**src/rtl/mpab_pkg.sv**
```systemverilog
// ----------------------------------------------------------------------------
// mpab_pkg: shared types and constants of the max pool with argmax block
// sizes, word structs, configuration view and small helper functions
// ----------------------------------------------------------------------------
package mpab_pkg;

	localparam int MAX_HEIGHT   = 64;
	localparam int MAX_WIDTH    = 64;
	localparam int MAX_CHANNELS = 64;
	localparam int MAX_POOL     = 4;
	localparam int POOL_HI      = (MAX_POOL < 4) ? MAX_POOL : 4;

	localparam int ROW_W  = $clog2(MAX_HEIGHT);
	localparam int COL_W  = $clog2(MAX_WIDTH);
	localparam int CHAN_W = $clog2(MAX_CHANNELS);
	localparam int WROW_W = $clog2(MAX_HEIGHT / 2);
	localparam int WCOL_W = $clog2(MAX_WIDTH / 2);

	localparam int PART_DEPTH = (MAX_WIDTH / 2) * MAX_CHANNELS;
	localparam int ARG_DEPTH  = (MAX_HEIGHT / 2) * (MAX_WIDTH / 2) * MAX_CHANNELS;
	localparam int PART_AW    = $clog2(PART_DEPTH);
	localparam int ARG_AW     = $clog2(ARG_DEPTH);

	localparam int VAL_W      = 16;
	localparam int OFF_W      = 4;
	localparam int WIN_W      = 2;
	localparam int DIM_W      = 7;
	localparam int POOL_W     = 3;
	localparam int PDIM_W     = 6;
	localparam int CFG_IDX_W  = 2;
	localparam int CFG_DATA_W = 7;
	localparam int PART_W     = OFF_W + VAL_W;

	localparam int CMDQ_DEPTH = 4;
	localparam int CMDQ_PTR_W = $clog2(CMDQ_DEPTH);
	localparam int CMDQ_CNT_W = $clog2(CMDQ_DEPTH + 1);

	localparam logic OP_FORWARD  = 1'b0;
	localparam logic OP_BACKWARD = 1'b1;

	typedef enum logic [CFG_IDX_W-1:0] {
		REG_IN_HEIGHT = 2'd0,
		REG_IN_WIDTH  = 2'd1,
		REG_CHANNELS  = 2'd2,
		REG_POOL_SIZE = 2'd3
	} cfg_reg_t;

	typedef struct packed {
		logic                    operation;
		logic signed [VAL_W-1:0] value;
	} in_word_t;

	typedef struct packed {
		logic signed [VAL_W-1:0] result_value;
		logic [WIN_W-1:0]        window_row;
		logic [WIN_W-1:0]        window_col;
		logic                    last_of_run;
	} out_word_t;

	typedef struct packed {
		logic [DIM_W-1:0]  height;
		logic [DIM_W-1:0]  width;
		logic [DIM_W-1:0]  chans;
		logic [POOL_W-1:0] pool;
		logic [PDIM_W-1:0] pooled_h;
		logic [PDIM_W-1:0] pooled_w;
	} cfg_t;

	typedef struct packed {
		logic                    bwd;
		logic signed [VAL_W-1:0] value;
		logic [OFF_W-1:0]        off;
	} cmd_t;

	function automatic logic [DIM_W-1:0] clamp_dim(input logic [DIM_W-1:0] v,
			input logic [DIM_W-1:0] lo, input logic [DIM_W-1:0] hi);
		if (v < lo)
			clamp_dim = lo;
		else if (v > hi)
			clamp_dim = hi;
		else
			clamp_dim = v;
	endfunction

	// floor(x / p) for p in 2..4; divide by three through a reciprocal
	function automatic logic [PDIM_W-1:0] div_pool(input logic [DIM_W-1:0] x,
			input logic [POOL_W-1:0] p);
		logic [DIM_W+8-1:0] prod;
		prod = (DIM_W + 8)'(x) * (DIM_W + 8)'(171);
		case (p)
			3'd3: div_pool = PDIM_W'(prod >> 9);
			3'd4: div_pool = PDIM_W'(x >> 2);
			default: div_pool = PDIM_W'(x >> 1);
		endcase
	endfunction

endpackage

```
**src/rtl/mpab_cmdq.sv**
```systemverilog
// ----------------------------------------------------------------------------
// mpab_cmdq: short command queue between front and back
// register based, fill count exported for flow control
// ----------------------------------------------------------------------------
module mpab_cmdq (
	input  logic                            clk,
	input  logic                            arst_n,
	input  logic                            wr_en,
	input  mpab_pkg::cmd_t                  wr_data,
	input  logic                            rd_en,
	output mpab_pkg::cmd_t                  rd_data,
	output logic                            valid,
	output logic [mpab_pkg::CMDQ_CNT_W-1:0] count
);
	import mpab_pkg::*;

	cmd_t                  mem_q [CMDQ_DEPTH];
	logic [CMDQ_PTR_W-1:0] wr_ptr_q, rd_ptr_q;
	logic [CMDQ_CNT_W-1:0] count_q;
	logic                  do_rd;

	assign valid   = (count_q != '0);
	assign do_rd   = rd_en & valid;
	assign rd_data = mem_q[rd_ptr_q];
	assign count   = count_q;

	always_ff @(posedge clk or negedge arst_n) begin
		if (!arst_n) begin
			wr_ptr_q <= '0;
			rd_ptr_q <= '0;
			count_q  <= '0;
		end else begin
			if (wr_en) begin
				wr_ptr_q <= (wr_ptr_q == CMDQ_PTR_W'(CMDQ_DEPTH - 1)) ? '0
					: wr_ptr_q + CMDQ_PTR_W'(1);
			end
			if (do_rd) begin
				rd_ptr_q <= (rd_ptr_q == CMDQ_PTR_W'(CMDQ_DEPTH - 1)) ? '0
					: rd_ptr_q + CMDQ_PTR_W'(1);
			end
			if (wr_en && !do_rd) begin
				count_q <= count_q + CMDQ_CNT_W'(1);
			end else if (!wr_en && do_rd) begin
				count_q <= count_q - CMDQ_CNT_W'(1);
			end
		end
	end

	always_ff @(posedge clk) begin
		if (wr_en) begin
			mem_q[wr_ptr_q] <= wr_data;
		end
	end

endmodule

```
**config.mk**
```make
export PLATFORM = sky130hd
export DESIGN_NAME = mpab_cmdq
export DESIGN_NICKNAME = d
export VERILOG_FILES = /design/src/rtl/mpab_pkg.sv /design/src/rtl/mpab_cmdq.sv
export SDC_FILE = /design/constraint.sdc
export NUM_CORES = 1
export LEC_CHECK = 0
export BUFFER_PORTS_ARGS = -buffer_cell sky130_fd_sc_hd__buf_2
export CORE_MARGIN = 4
export CORE_UTILIZATION = 43
export CTS_BUF_LIST = sky130_fd_sc_hd__clkbuf_16
export CTS_CLUSTER_DIAMETER = 80
export DETAILED_ROUTE_END_ITERATION = 12
export PLACE_DENSITY_LB_ADDON = 0.05
export SYNTH_ARGS = -nofsm -noshare
export SYNTH_HDL_FRONTEND = slang
export SYNTH_SLANG_ARGS = --single-unit
```
**constraint.sdc**
```tcl
create_clock -name clk -period 2 [get_ports clk]
set_input_delay 0.6 -clock clk [delete_from_list [all_inputs] [get_ports clk]]
set_output_delay 0.6 -clock clk [all_outputs]
set_load 0.01 [all_outputs]
```
# Word level (Yosys, flattened, before mapping)
# Memory sizes are Yosys's and may differ from the RTL's.
# Cells that the tools add are included.
[classes] n_eq_ne=2 n_bitwise=1 n_addsub=4 reduce_logical=6 mux=6
[ops] cell="2-to-1 mux 3 bit" count=2
[ops] cell="adder 2 x 1 -> 2 bit (second input constant)" count=2
[ops] cell="equality test 2 bit (second input constant)" count=2
[ops] cell="2-to-1 mux 2 bit" count=2
[ops] cell="adder 3 x 1 -> 3 bit (second input constant)" count=1
[ops] cell="nonzero test 3 bit" count=1
[ops] cell="subtractor 3 x 1 -> 3 bit (second input constant)" count=1
[ops] cell="logical AND 1 bit" count=2
[ops] cell="zero test 1 bit" count=2
[ops] cell="2-to-1 mux 1 bit" count=2
[ops] cell="nonzero test 2 bit" count=1
[ops] cell="bitwise AND 1 bit" count=1
[word_totals] regBits=7 input_bits=25 out_inout_bits=25 n_memories=1 ramBits=84
[mem_list] memory="mem_q" words=4 word_bits=21 rd=1 rd_ports_with_merged_regs=0 write_ports=1 line_no="mpab_cmdq.sv:17" source="cmd_t mem_q [CMDQ_DEPTH];"

# Logic depth before layout (Yosys ltp)
[depth] depth_word=5 depth_mapped=8 ltp_nobuf=8

# Worst setup path after synthesis
# Ideal clock, no wire load.
[synth_path] kind="flip-flop to flip-flop" startpoint="reg count_q[0] (netlist: count[0])" endpoint="reg count_q[2] (netlist: count[2])" path_buffers=0 period_less_slack_ps=2014 setup_ps=79 setup_slack_ps=-14 arrival_ps=1935 path_stages_with_launch=9 path_cell_list="dfrtp_1 or3_4 nand2_2 ha_1 inv_1 fa_1 xor2_1 nor2_1 xor2_1"
[synth_between] elab_chain_cells=5
[synth_rtl] element="from (decl)" line_no="mpab_cmdq.sv:19" source="logic [CMDQ_CNT_W-1:0] count_q;"
[synth_rtl] element="from (signal assigned)" line_no="mpab_cmdq.sv:42" source="count_q <= count_q + CMDQ_CNT_W'(1);"
[synth_rtl] element="from (signal assigned)" line_no="mpab_cmdq.sv:44" source="count_q <= count_q - CMDQ_CNT_W'(1);"
[synth_rtl] element="nonzero test 3 bit *" line_no="mpab_cmdq.sv:22" source="assign valid = (count_q != '0);"
[synth_rtl] element="named net valid" line_no="mpab_cmdq.sv:12" source="output logic valid,"
[synth_rtl] element="bitwise AND 1 bit *" line_no="mpab_cmdq.sv:23" source="assign do_rd = rd_en & valid;"
[synth_rtl] element="zero test 1 bit" line_no="mpab_cmdq.sv:41" source="if (wr_en && !do_rd) begin"
[synth_rtl] element="logical AND 1 bit" line_no="mpab_cmdq.sv:41"
[synth_rtl] element="2-to-1 mux 3 bit or nonzero test 2 bit (tied branches)"
# The timed path passes the listed nets; every way through them passes the cells marked *. The select of a mux whose other input is x is not followed.
# A chain may end at the register's enable or synchronous reset.

==> results.md <==
* Largest net degree at the start of global routing at 22
* Ports at 50
* Clock Path Buffers at 2
* Std cell rows at 32
* Final RePlAce weighted congestion at 0.740
* Endpoints failing setup at 21
* Setup repair after global routing missed its margin: true
* TritonCTS Buffers at 9
* CTS tree: done
* Drt wl/cell at between 15 and 20 um
* Final Critical Period at 2.18 ns
* Max Cap Violations at 0
* Vias at 1,620
* Remaining DRCs at 0
* WP data required at 1.40 ns
* Share of the synthesized area in the top cell type at 0.725
* Die Wd at 98.0 um
* Hold-fix buffers, CTS at 0
* CP Capture Type: output port
* Worst-path clk slew at ~0.06 ns
* Post-synthesis register bit count at 91
* Commonest non-fill, non-tap cell in the layout: edfxtp_1
* Post-route worst setup slack at -0.179 ns
* Worst-Skew Late Latency at 0.32 ns
* Total stage count of the critical path at 3
* Worst-margin pin slew at 0.200 ns
* Register area at about 0.0027 mm2
* Tot GR Track Use at 0.130
* Synth-to-Final Area Change at 25.3%
* Worst VDD drop at just over 700 uV
* R2R depth at 8
* Crit path max fanout at 11
* DP Wirelength at 3.89 mm
* Overflow after GRT at 0
* Average size of a mapped cell at 23.8 um2
* Global-route wire length before repair at about 9.4 mm
* IO buf count at 49
* Post-Route WL at 5.83 mm
* Number of hold violations in the final report at 0
* Synth Instances at ~150
* Synth area leaders: edfxtp_1 (72%), mux4_2 (12%), dfrtp_1 (5.0%)
* Post-Syn Area at roughly 0.0035 mm2
* CP bufs+invs at 2
* Layout cells sized above 1 at 0.489
* Vias per cell at 5.02
* Data arrival, critical path at ~1.6 ns
* Post-synthesis cell type count at 19
* Worst setup SP type: flip-flop
* Leakage power at ~1.6 nW
* First-pass DRT Iterations at 3
* Nets at 248
* Pins Over Slew Limit at 0
* Syn nets at around 180
* Number of global-route vias before repair at approximately 1,800
* Diodes inserted at 0
* Crit share post-route at 1.09
* Initial drt markers at 50
* Die area at 0.00960 mm2
* Run status: finished, violations left
* Worst Hold Class: in2async
* Violated checks: negative setup slack
* CP max stage cell: mux4_2
* Clock sinks at 91
* H-tree levels at 3
* Fmax at 0.459 GHz
* DP Worst Slack at 0.00103 ns
* Starting density of the core at 0.446
* Slowest Stage Delay on Critical Path at 0.53 ns
* Max-slew headroom at 0.867
* WHS at 0.0993 ns
* Cell Chain, Critical Path: buf_12 -> mux4_2 -> buf_6
* PwrDens at 1490 mW/mm2
* Delay-heaviest family, CP: multiplexers
* Clock skew at around 0.0028 ns
* Syn. warnings at 0
* Multi-input logic area at 719 um2
* Antenna violations before repair at 1
* Synth area leader: edfxtp_1
* CTS root buf: clkbuf_16
* Most frequent cells in the layout: edfxtp_1 (84), buf_2 (36), mux4_2 (21), buf_6 (15), buf_4 (10)
* Seq/Total Area, Yosys at 0.775
* Fill cells at 613
* Antenna Violating Nets Remaining at 0
* Crit Path Class: reg2out
* Core area at 0.00781 mm2
* Chip Height at 98.0 um
-- sequential cells by signal, summed over array words and instances (netlist names) --
name	cells
count	3
mem_q	84
rd_ptr_q	2
wr_ptr_q	2
-- Yosys cell counts --
master	count
edfxtp_1	84
mux4_2	18
dfrtp_1	7
ha_1	6
and2_1	4
inv_1	3
mux2_2	3
mux4_1	3
nor2_1	3
buf_12	2
buf_2	2
nand2_1	2
o21ai_0	2
xor2_1	2
buf_6	1
fa_1	1
nand2_2	1
or3_4	1
xnor2_1	1
-- metal layers --
layer	wire (um)	global-route usage	share of wire	vias to the layer above
li1	-	-	-	743
met3	310	0.0421	0.053	5
met4	43	0.0511	0.0074	2
met1	2430	0.156	0.42	834
met2	3040	0.219	0.52	36
met5	9	0	0.0015	-
-- report_power, final --
| group | leakage [nW] | internal (mW) | switching, mW |
|---|---|---|---|
| clock network | 0.155 | 1.09 | 0.647 |
| registers | 0.853 | 2.47 | 0.122 |
| logic | 0.563 | 1.18 | 0.973 |
-- worst paths after layout --
| kind | startpoint | to | slack, ns |
|---|---|---|---|
| setup / recovery | rd_ptr_q[0]$_DFFE_PN0P_ | rd_data[20] | -0.18 |
| hold / removal | arst_n | rd_ptr_q[1]$_DFFE_PN0P_ | 0.1 |
| setup reg to reg | count[0]$_DFFE_PN0P_ | count[2]$_DFFE_PN0P_ | 0.11 |
| hold reg to reg | count[2]$_DFFE_PN0P_ | count[2]$_DFFE_PN0P_ | 0.50 |
| max in group asynchronous | arst_n | rd_ptr_q[0]$_DFFE_PN0P_ | 1.73 |
| min in group clk | wr_data[11] | mem_q[2][11]$_DFFE_PP_ | 0.48 |
-- kinds of logic (layout without fill, tap and decap cells) --
logic type | count (synthesis) | in the layout | synth area share
fa+ha+maj | 7 | 7 | 0.0273
compound gates | 2 | 2 | 0.00288
mux | 24 | 24 | 0.149
flops | 91 | 91 | 0.775
xor+xnor | 3 | 3 | 0.00755
simple gates | 11 | 11 | 0.0176
buf+inv | 8 | 83 | 0.0208
-- layout make-up --
type                    instances  area share
flip-flops and latches         91       0.619
clock inverters                 7      0.0212
well taps                     102      0.0293
inverters                       3     0.00258
repair buffers                 64       0.111
multi-input cells              47       0.165
clock buffers                   9      0.0516
-- stage by stage --
step,power [mW],TNS [ns],instance area [um2],util,std cells
after floorplan,3.85,0,3480,-,146
after global placement,4.51,0,3940,0.505,305
after detailed placement,4.57,0,3940,0.505,305
after CTS,6.60,-4.26,4360,0.559,325
after global routing,6.83,-4.71,4360,0.558,323
final,6.48,-3.42,4360,0.558,323
-- repair_timing --
action,4_1_cts,5_1_grt
pin swaps,2,1
setup buffers,3,0
gates cloned,1,0
setup endpoints to repair,22,22
gates resized for setup,14,9
(Power assumes the default switching activity.)
