File: config.mk
export PLATFORM = sky130hd
export DESIGN_NAME = mpab_back
export DESIGN_NICKNAME = d
export VERILOG_FILES = /design/src/rtl/mpab_pkg.sv /design/src/rtl/mpab_back.sv
export SDC_FILE = /design/constraint.sdc
export NUM_CORES = 1
export LEC_CHECK = 0
export BUFFER_PORTS_ARGS = -buffer_cell sky130_fd_sc_hd__buf_2
export CORE_ASPECT_RATIO = 0.75
export CORE_MARGIN = 8
export CORE_UTILIZATION = 38
export CTS_CLUSTER_DIAMETER = 60
export DETAILED_ROUTE_END_ITERATION = 8
export PLACE_DENSITY = 0.78
export SLEW_MARGIN = 20
export SYNTH_ARGS = -nofsm -noshare
export SYNTH_HDL_FRONTEND = slang
export SYNTH_SLANG_ARGS = --single-unit
File: constraint.sdc
create_clock -name clk -period 1.4 [get_ports clk]
set_input_delay 0.07 -clock clk [delete_from_list [all_inputs] [get_ports clk]]
set_output_delay 0.07 -clock clk [all_outputs]
set_load 0.02 [all_outputs]
File: src/rtl/mpab_pkg.sv
// ----------------------------------------------------------------------------
// mpab_pkg: shared types and constants of the max pool with argmax block
// sizes, word structs, configuration view and small helper functions
// ----------------------------------------------------------------------------
package mpab_pkg;

	localparam int MAX_HEIGHT   = 64;
	localparam int MAX_WIDTH    = 64;
	localparam int MAX_CHANNELS = 64;
	localparam int MAX_POOL     = 4;
	localparam int POOL_HI      = (MAX_POOL < 4) ? MAX_POOL : 4;

	localparam int ROW_W  = $clog2(MAX_HEIGHT);
	localparam int COL_W  = $clog2(MAX_WIDTH);
	localparam int CHAN_W = $clog2(MAX_CHANNELS);
	localparam int WROW_W = $clog2(MAX_HEIGHT / 2);
	localparam int WCOL_W = $clog2(MAX_WIDTH / 2);

	localparam int PART_DEPTH = (MAX_WIDTH / 2) * MAX_CHANNELS;
	localparam int ARG_DEPTH  = (MAX_HEIGHT / 2) * (MAX_WIDTH / 2) * MAX_CHANNELS;
	localparam int PART_AW    = $clog2(PART_DEPTH);
	localparam int ARG_AW     = $clog2(ARG_DEPTH);

	localparam int VAL_W      = 16;
	localparam int OFF_W      = 4;
	localparam int WIN_W      = 2;
	localparam int DIM_W      = 7;
	localparam int POOL_W     = 3;
	localparam int PDIM_W     = 6;
	localparam int CFG_IDX_W  = 2;
	localparam int CFG_DATA_W = 7;
	localparam int PART_W     = OFF_W + VAL_W;

	localparam int CMDQ_DEPTH = 4;
	localparam int CMDQ_PTR_W = $clog2(CMDQ_DEPTH);
	localparam int CMDQ_CNT_W = $clog2(CMDQ_DEPTH + 1);

	localparam logic OP_FORWARD  = 1'b0;
	localparam logic OP_BACKWARD = 1'b1;

	typedef enum logic [CFG_IDX_W-1:0] {
		REG_IN_HEIGHT = 2'd0,
		REG_IN_WIDTH  = 2'd1,
		REG_CHANNELS  = 2'd2,
		REG_POOL_SIZE = 2'd3
	} cfg_reg_t;

	typedef struct packed {
		logic                    operation;
		logic signed [VAL_W-1:0] value;
	} in_word_t;

	typedef struct packed {
		logic signed [VAL_W-1:0] result_value;
		logic [WIN_W-1:0]        window_row;
		logic [WIN_W-1:0]        window_col;
		logic                    last_of_run;
	} out_word_t;

	typedef struct packed {
		logic [DIM_W-1:0]  height;
		logic [DIM_W-1:0]  width;
		logic [DIM_W-1:0]  chans;
		logic [POOL_W-1:0] pool;
		logic [PDIM_W-1:0] pooled_h;
		logic [PDIM_W-1:0] pooled_w;
	} cfg_t;

	typedef struct packed {
		logic                    bwd;
		logic signed [VAL_W-1:0] value;
		logic [OFF_W-1:0]        off;
	} cmd_t;

	function automatic logic [DIM_W-1:0] clamp_dim(input logic [DIM_W-1:0] v,
			input logic [DIM_W-1:0] lo, input logic [DIM_W-1:0] hi);
		if (v < lo)
			clamp_dim = lo;
		else if (v > hi)
			clamp_dim = hi;
		else
			clamp_dim = v;
	endfunction

	// floor(x / p) for p in 2..4; divide by three through a reciprocal
	function automatic logic [PDIM_W-1:0] div_pool(input logic [DIM_W-1:0] x,
			input logic [POOL_W-1:0] p);
		logic [DIM_W+8-1:0] prod;
		prod = (DIM_W + 8)'(x) * (DIM_W + 8)'(171);
		case (p)
			3'd3: div_pool = PDIM_W'(prod >> 9);
			3'd4: div_pool = PDIM_W'(x >> 2);
			default: div_pool = PDIM_W'(x >> 1);
		endcase
	endfunction

endpackage

File: src/rtl/mpab_back.sv
// ----------------------------------------------------------------------------
// mpab_back: result side of the max pool block
// expands commands into result words and holds them in the output register
// ----------------------------------------------------------------------------
module mpab_back (
	input  logic                clk,
	input  logic                arst_n,
	input  mpab_pkg::cfg_t      cfg,
	input  logic                cmd_valid,
	input  mpab_pkg::cmd_t      cmd,
	output logic                cmd_pop,
	output logic                empty,
	input  logic                pop,
	output mpab_pkg::out_word_t result
);
	import mpab_pkg::*;

	logic [WIN_W-1:0] j_q, k_q;
	logic [OFF_W-1:0] idx_q;
	logic             out_valid_q;
	out_word_t        out_q, nxt;
	logic             load, j_last, k_last, step_last;

	assign load      = cmd_valid & (~out_valid_q | pop);
	assign k_last    = ({1'b0, k_q} == cfg.pool - POOL_W'(1));
	assign j_last    = ({1'b0, j_q} == cfg.pool - POOL_W'(1));
	assign step_last = ~cmd.bwd | (j_last & k_last);
	assign cmd_pop   = load & step_last;

	always_comb begin
		if (cmd.bwd) begin
			nxt.result_value = (idx_q == cmd.off) ? cmd.value : '0;
			nxt.window_row   = j_q;
			nxt.window_col   = k_q;
			nxt.last_of_run  = j_last & k_last;
		end else begin
			nxt.result_value = cmd.value;
			nxt.window_row   = '0;
			nxt.window_col   = '0;
			nxt.last_of_run  = 1'b1;
		end
	end

	// window walk for gradient routing
	always_ff @(posedge clk or negedge arst_n) begin
		if (!arst_n) begin
			j_q   <= '0;
			k_q   <= '0;
			idx_q <= '0;
		end else if (load && cmd.bwd) begin
			if (k_last) begin
				k_q <= '0;
				j_q <= j_last ? '0 : j_q + WIN_W'(1);
			end else begin
				k_q <= k_q + WIN_W'(1);
			end
			idx_q <= step_last ? '0 : idx_q + OFF_W'(1);
		end
	end

	always_ff @(posedge clk or negedge arst_n) begin
		if (!arst_n) begin
			out_valid_q <= 1'b0;
		end else if (load) begin
			out_valid_q <= 1'b1;
		end else if (pop) begin
			out_valid_q <= 1'b0;
		end
	end

	always_ff @(posedge clk) begin
		if (load) begin
			out_q <= nxt;
		end
	end

	assign empty  = ~out_valid_q;
	assign result = out_q;

endmodule

Yosys cells after proc, flatten, opt, wreduce, memory -nomap -nowiden:

Index checks and enable logic that the tools add are counted.
Widths: inputs -> output; s select.

* memories: 0
* bits in registers: 30
* memory bits (read-only): 0
* latch bits: 0
* memory bits (writable): 0

* add/sub/neg operators: 4
* shift-type cells: 0
* $mul: 0
* mux-type cells: 7
* equal/unequal tests: 3
* div/mod/pow operators: 0
* bitwise logic cells: 7
* order comparisons: 0
* reductions and logical operators: 3

Operators by type and width (count)
* $mux 21: 1
* $mux 16: 1
* $eq 2x3->1: 2
* $add 2x1->2 const B: 2
* $add 4x1->4 const B: 1
* $eq 4x4->1: 1
* $mux 2: 2
* $mux 4: 1
* $and 1x1->1: 3
* $sub 3x1->3 const B: 1
* $mux 1: 2
* $not 1->1: 2
* $or 1x1->1: 2
* $reduce_and 2->1: 1
* $reduce_bool 2->1: 1
* $logic_and 1x1->1: 1

Logic depth before layout (Yosys ltp):

Gate-level depths: netlist (run 1).

* depth after elaboration: 5
* depth in mapped cells: 6

Worst setup path before layout (run 1):

No wires, ideal clock.

* kind: flip-flop to output port
* from: register out_valid_q
* to: output cmd_pop
* stages on the path, launching flop included: 4
* path buffers: 0
* data arrival time: 1.396 ns
* path slack: -0.066 ns
* path through: dfrtp_1 -> nand2b_1 -> and2_1 -> and2_1

* longest elaborated chain between the ends: 4

Ends and longest elaborated chain
* start: declaration: RTL line mpab_back.sv:20 `logic out_valid_q;`
* start signal: assignment: RTL line mpab_back.sv:63 `out_valid_q <= 1'b0;`
* start signal: assignment: RTL line mpab_back.sv:65 `out_valid_q <= 1'b1;`
* start signal: assignment: RTL line mpab_back.sv:67 `out_valid_q <= 1'b0;`
* $not 1->1: RTL line mpab_back.sv:24 `assign load = cmd_valid & (~out_valid_q | pop);`
* $or 1x1->1: RTL line mpab_back.sv:24
* $and 1x1->1: RTL line mpab_back.sv:24
* named net load: RTL line mpab_back.sv:22 `logic load, j_last, k_last, step_last;`
* $and 1x1->1: RTL line mpab_back.sv:28 `assign cmd_pop = load & step_last;`
* end: declaration: RTL line mpab_back.sv:11 `output logic cmd_pop,`

The timed path passes the listed nets, and every way through them passes these cells.

Worst setup path after layout (run 1):

* from: register k_q[1]
* to: output cmd_pop

* longest elaborated chain between the ends: 4

Ends and longest elaborated chain
* start: declaration: RTL line mpab_back.sv:18 `logic [WIN_W-1:0] j_q, k_q;`
* start signal: assignment: RTL line mpab_back.sv:55 `k_q <= k_q + WIN_W'(1);`
* $eq 2x3->1: RTL line mpab_back.sv:25 `assign k_last = ({1'b0, k_q} == cfg.pool - POOL_W'(1));`
* $and 1x1->1: RTL line mpab_back.sv:27 `assign step_last = ~cmd.bwd | (j_last & k_last);`
* $or 1x1->1: RTL line mpab_back.sv:27
* $and 1x1->1: RTL line mpab_back.sv:28

No other way between the ends.

==> impl_metrics.json, run 1 <==
{
  "p_int_mw": 1.914,
  "cts_tree": "built",
  "rsz0062_at_grt": "yes",
  "final_nets": 248,
  "post-route-period-util_pct": 110.4,
  "hp-class": "primary input to flip-flop",
  "cts_buffers": 5,
  "via_per_inst": 4.934,
  "final_util_pct": 60.22,
  "layout-drive-gt1-share_pct": 53.76,
  "placed_area_um2": 1774,
  "grt_pass1_vias": 1120,
  "cp-end-kind": "primary output",
  "p_leak_nw": 0.9218,
  "synth_top_area_share_pct": 46.41,
  "die_w_um": 85.05,
  "fin_area_um2": 2021,
  "coreArea_um2": 3356,
  "maxCapViolations": 0,
  "drc": 0,
  "cts.path.max_buffers": 2,
  "clock_sinks": 30,
  "worstPathArrival_ns": 1.48,
  "ioPinCount": 84,
  "critPathMaxFanout": 4,
  "antenna_found_initial": 0,
  "violations": "setup timing",
  "max_slew_margin_pct": 73.89,
  "hpwl_um": 2466,
  "run_status": "complete, but fails checks",
  "ys_types": 25,
  "yosysWarningCount": 0,
  "synth_xor_area_share_pct": 5.801,
  "switching_power_mw": 0.8513,
  "htreeDepth": 2,
  "num_rows": 18,
  "yosys.area.top_type": "edfxtp_1",
  "grt_overflow": 0,
  "die_area_um2": 5765,
  "clock.fmax_ghz": 0.6472,
  "cts-root-buf": "clkbuf_8",
  "synth_compound_area_share_pct": 8.656,
  "syn_inst": 107,
  "synth_simple_gate_area_share_pct": 18.23,
  "routedWlPerCell_um": 15.28,
  "area_delta_synth_final_pct": 48.71,
  "switching_share_pct": 30.78,
  "hold_viol": 0,
  "setup_viol": 20,
  "initial_core_util_pct": 40.49,
  "cellPowerDensity_nw_per_um2": 1369,
  "pwr-share-clk_pct": 24.4,
  "yosysSeqAreaShare_pct": 62.98,
  "reg2reg_from": "j_q[1]",
  "grt_max_degree": 17,
  "critical_path_required_ns": 1.33,
  "ir_drop_v": 0.0004659,
  "num_antenna_cells": 0,
  "ant_nets": 0,
  "critPathKind": "flip-flop to primary output",
  "fin_crit_ns": 1.545,
  "drv_slew": 0,
  "startpoint_type": "flip-flop",
  "setup_slack_ns": -0.1450,
  "die_h_um": 67.79,
  "io_buffer_count": 50,
  "p_seq_share_pct": 43.1,
  "synthMuxAreaShare_pct": 0,
  "num_vias": 1115,
  "clk-insertion-delay-late_ns": 0.27,
  "synthAdderAreaFrac_pct": 1.842,
  "cts.clk_slew.worst_paths_ns": 0.06,
  "clock_skew_ns": 0.004403,
  "yosys_register_bits": 30,
  "postSynthAreaPerCell_um2": 12.70,
  "syn_area_um2": 1359,
  "grt_pass1_wl_um": 5168,
  "first_iter_violations": 48,
  "wirelength_um": 3453,
  "pwr-share-comb_pct": 32.5,
  "synth_fp_nets": 170,
  "track_usage_pct": 11.47,
  "holdCritStartpoint": "cmd_valid",
  "place_ws_ns": -0.1476,
  "first_pass_iters": 4,
  "ys_top_cells_by_area": "edfxtp_1 46%, dfrtp_1 17%, and2_1 9.7%, xor2_1 5.2%, o21ai_0 2.9%",
  "crit_start": "k_q[1]",
  "synth_top_family_by_area": "simple AND/OR/NAND/NOR gates",
  "worst_slew_pin_slew_ns": 0.3888,
  "fillCellCount": 248,
  "place_congestion": 0.8366
}
## cell usage after synthesis
| library cell | n |
|---|---|
| o2111ai_1 | 1 |
| ha_1 | 2 |
| nand2b_1 | 3 |
| and3_1 | 1 |
| nand4_1 | 1 |
| o2bb2ai_1 | 1 |
| and2_1 | 21 |
| xor2_1 | 8 |
| dfrtp_1 | 9 |
| a21oi_1 | 1 |
| o41ai_4 | 1 |
| nand2_1 | 8 |
| nor4b_1 | 1 |
| edfxtp_1 | 21 |
| nand3_2 | 1 |
| inv_1 | 6 |
| nand3_1 | 3 |
| buf_6 | 1 |
| nor2b_1 | 1 |
| a32o_1 | 1 |
| o311ai_0 | 1 |
| xnor2_1 | 1 |
| o21ai_0 | 8 |
| a211o_1 | 1 |
| nor2_1 | 4 |
## registers in the layout, indices dropped and copies added (netlist names)
register     count
idx_q            4
k_q              2
j_q              2
result          21
out_valid_q      1
## final timing paths
path / to / slack (ns) / cells after the start
worst max-delay path: cmd_pop / -0.15 / 5
worst min-delay path: out_valid_q / 0.04 / 2
worst max register to register: j_q[1] / -0.09 / 5
worst min register to register: out_valid_q / 0.59 / 2
max in group asynchronous: k_q[1] / 1.04 / 2
min in group asynchronous: j_q[0] / 0.17 / 2
## through the flow
step,instances,TNS (ns),hold slack [ns],power (mW)
after floorplan,107,0,-0.2256,1.612
after detailed placement,211,-0.5718,-0.06365,1.931
after global routing,226,-2.075,0.07003,2.903
final,226,-0.8720,0.03674,2.765
after global placement,211,-0.2040,-0.06536,1.892
after CTS,224,-0.3029,0.03130,2.698
## layout make-up
class / instances / area, µm² / share of cell area (%)
sequential: 30 / 855.8 / 42.35
multi-input combinational: 70 / 554.3 / 27.43
timing repair buffer: 72 / 447.9 / 22.17
clock buffer: 6 / 82.58 / 4.087
tap: 40 / 50.05 / 2.477
inverter: 6 / 22.52 / 1.115
clock inverter: 2 / 7.507 / 0.3715
## worst max-delay path: stages (launching register included)
cell,delay [ns]
dfrtp_1,0.43
xor2_2,0.19
nand3_2,0.11
o21ai_2,0.20
and2_4,0.17
buf_6,0.11
## routing by layer
metal | global-route usage (%) | share of wire (%) | up-vias
li1 | - | - | 530
met1 | 12.18 | 39 | 531
met2 | 21.94 | 52 | 47
met3 | 2.667 | 7.3 | 7
met4 | 4.636 | 1.7 | 0
met5 | 0 | 0 | -
## kinds of logic (layout without fill, tap and decap cells)
logic type	Yosys count	count (layout)
buffers and inverters	7	86
AO/OA/AOI/OAI	15	15
flip-flops	30	30
XOR/XNOR	9	9
adder cells (fa/ha/maj)	2	2
AND/OR/NAND/NOR	44	44
## repair_timing
item / CTS / global route
gates resized for setup: 13 / 19
hold endpoints to repair: 9 / 0
pin swaps: 6 / 11
hold buffers: 1 / 0
buffers inserted: 4 / 1
gates cloned: 0 / 1
setup endpoints to repair: 18 / 26
## power groups by stage
stage	registers [mW]	clock network [mW]	logic (mW)
final	1.19	0.675	0.899
after global routing	1.20	0.735	0.965
after CTS	1.18	0.696	0.821
after detailed placement	1.20	0	0.734
after global placement	1.19	0	0.698
after floorplan	1.27	0	0.339
## layout by cell type, fill, tap and decap left out, drive strengths merged, types with 2 or more instances in the layout
master  instances
nor2            4
clkinv          2
clkbuf          6
xor2            8
edfxtp         21
buf            71
nand2           8
inv             6
dfrtp           9
ha              2
nand3           4
o21ai           8
nand2b          3
and2           21
Power figures use the tool's default switching activity.
==> inputs of run 2 (changes only) <==
--- a/config.mk
+++ b/config.mk
@@ -6,13 +6,15 @@
 export NUM_CORES = 1
 export LEC_CHECK = 0
 export BUFFER_PORTS_ARGS = -buffer_cell sky130_fd_sc_hd__buf_2
+export CELL_PAD_IN_SITES_DETAIL_PLACEMENT = 0
+export CELL_PAD_IN_SITES_GLOBAL_PLACEMENT = 1
 export CORE_ASPECT_RATIO = 0.75
 export CORE_MARGIN = 8
-export CORE_UTILIZATION = 38
+export CORE_UTILIZATION = 28
 export CTS_CLUSTER_DIAMETER = 60
 export DETAILED_ROUTE_END_ITERATION = 8
 export PLACE_DENSITY = 0.78
-export SLEW_MARGIN = 20
+export SLEW_MARGIN = 25
 export SYNTH_ARGS = -nofsm -noshare
 export SYNTH_HDL_FRONTEND = slang
 export SYNTH_SLANG_ARGS = --single-unit
==> run 2 against run 1 <==
Against the previous run: the run still ends with setup timing left; non-clock buffer count rose by 1; fmax rose by 4.3%; clock skew rose by 0.00073 ns; sequential cell count did not move; combinational power fell by 3.7%; power rose by 1.2%; cell count rose by 9.3%; sequential power barely moved; critical path type unchanged.
==> impl_metrics.json, run 2 (same netlist as run 1, synthesis figures left out) <==
{
  "crit_buf_inv": 1,
  "slowest_delay_ns": 0.41,
  "worstPathArrival_ns": 1.41,
  "coreArea_um2": 4790,
  "cts_tree": "built",
  "first_iter_violations": 31,
  "maxCapViolations": 0,
  "hold_viol": 0,
  "layout-drive-gt1-share_pct": 48.66,
  "routedWlPerCell_um": 13.65,
  "wirelength_um": 3372,
  "run_status": "complete, but fails checks",
  "clock_skew_ns": 0.005132,
  "num_vias": 1065,
  "grt_pass1_wl_um": 5333,
  "ioPinCount": 84,
  "antenna_found_initial": 0,
  "critPathKind": "flip-flop to primary output",
  "io_buffer_count": 50,
  "layout.cells.non_filler": 247,
  "setup_slack_ns": -0.08187,
  "die_w_um": 96.44,
  "rrSetupSlack_ns": -0.04,
  "power.total_mw": 2.798,
  "area_delta_synth_final_pct": 49.45,
  "crit_cells": 5,
  "grt_overflow": 0,
  "cts-root-buf": "clkbuf_8",
  "die_h_um": 76.33,
  "final_util_pct": 42.40,
  "reg2reg_from": "k_q[0]",
  "critPathMaxFanout": 2,
  "place_inst": 232,
  "startpoint_type": "flip-flop",
  "crit_chain": "xor2_2, nand3_2, o21ai_2, and2_4, buf_6",
  "hold_path_depth": 2,
  "largest_reg_flops": 21,
  "holdCritStartpoint": "cmd_valid",
  "clock.fmax_ghz": 0.6748,
  "post-route-period-util_pct": 105.8,
  "hp-class": "primary input to flip-flop",
  "p_leak_nw": 0.9143,
  "place_congestion": 0.7499,
  "grt_max_degree": 17,
  "fin_crit_ns": 1.482,
  "min_to": "out_valid_q",
  "r2r_end": "j_q[1]",
  "ant_nets": 0,
  "grt_pass1_vias": 1109,
  "cpMaxStageDelayCell": "dfrtp_1",
  "via_per_inst": 4.312,
  "initial_core_util_pct": 28.37,
  "cellPowerDensity_nw_per_um2": 1378,
  "max_slew_margin_pct": 79.37,
  "cts_buffers": 5,
  "rsz0062_at_grt": "yes",
  "clk-insertion-delay-late_ns": 0.27,
  "drc": 0,
  "die_area_um2": 7361,
  "num_rows": 22,
  "final_common_cell": "buf_2",
  "htreeDepth": 2,
  "worst_slew_pin_slew_ns": 0.3084,
  "track_usage_pct": 9.289,
  "final_cell_mix": "49 x buf_2, 21 x edfxtp_1, 19 x and2_1, 19 x buf_4, 9 x dfrtp_1",
  "critical_path.top_delay_family": "flip-flops",
  "violations": "setup timing",
  "cp-end-kind": "primary output",
  "ff2ff_path_depth": 5,
  "cts.clk_slew.worst_paths_ns": 0.07,
  "critical_path_required_ns": 1.33,
  "hpwl_um": 2578,
  "cts.path.max_buffers": 2,
  "num_antenna_cells": 0,
  "ir_drop_v": 0.0005760,
  "drv_slew": 0,
  "first_pass_iters": 4,
  "setup_viol": 13,
  "final_nets": 249,
  "clock_sinks": 30
}
-- run 2: changes by cell type in the layout (fill, tap and decap cells not counted), sizes merged --
cell,previous run,this run
buf,71,72
clkbuf,6,7
clkinv,2,1
-- run 2: area by class of cell --
type	count	area (µm²)
inverter	6	22.52
sequential	30	855.8
multi-input combinational	70	516.7
clock buffer	7	96.34
clock inverter	1	3.754
tap	60	75.07
fill	479	2759
timing repair buffer	73	460.4
-- run 2: per-layer routing --
| metal | up-vias | share of wire, % | track usage [%] |
|---|---|---|---|
| li1 | 535 | - | - |
| met1 | 501 | 44 | 11.99 |
| met2 | 27 | 47 | 13.63 |
| met3 | 2 | 8.3 | 3.051 |
| met4 | 0 | 1.1 | 4.072 |
| met5 | - | 0 | 0 |
-- run 2: worst reg2reg max path: stages (launching register included) --
cell	delay, ns
dfrtp_1	0.41
xor2_2	0.18
nand3_2	0.13
buf_4	0.18
a211o_1	0.23
a32o_1	0.20
-- run 2: timing repair --
| action | CTS | global route |
|---|---|---|
| buffers inserted | 6 | 0 |
| pin swaps | 6 | 6 |
| hold buffers | 1 | 0 |
| endpoints found under the setup margin | 17 | 23 |
| endpoints found under the hold margin | 9 | 0 |
| gates resized for setup | 9 | 8 |
-- run 2: power by group --
group | switching, mW | internal, mW | total [mW]
Combinational | 0.447 | 0.419 | 0.866
Clock | 0.308 | 0.441 | 0.749
Sequential | 0.0774 | 1.11 | 1.18
Total | 0.832 | 1.97 | 2.80
-- run 2: worst max-delay path by stage --
stage / startpoint / to / slack, ns
2_1_floorplan: idx_q[3] / result[10] / 0.004
3_3_place_gp: cfg[12] / cmd_pop / -0.13
3_5_place_dp: cfg[12] / cmd_pop / -0.22
4_1_cts: k_q[0] / cmd_pop / -0.09
5_1_grt: k_q[0] / cmd_pop / -0.16
6_report: k_q[0] / cmd_pop / -0.08
-- run 2: metrics by stage --
stage          instance area, µm²  TNS, ns  hold slack (ns)  setup WS (ns)
2_1_floorplan                1360        0          -0.2256       0.004255
3_3_place_gp                 1819  -0.4669         -0.05401        -0.1292
3_5_place_dp                 1819  -0.7569         -0.04796        -0.2183
4_1_cts                      1998  -0.2892          0.03700       -0.08816
5_1_grt                      2031   -1.071          0.05291        -0.1587
6_report                     2031  -0.1804          0.04169       -0.08187
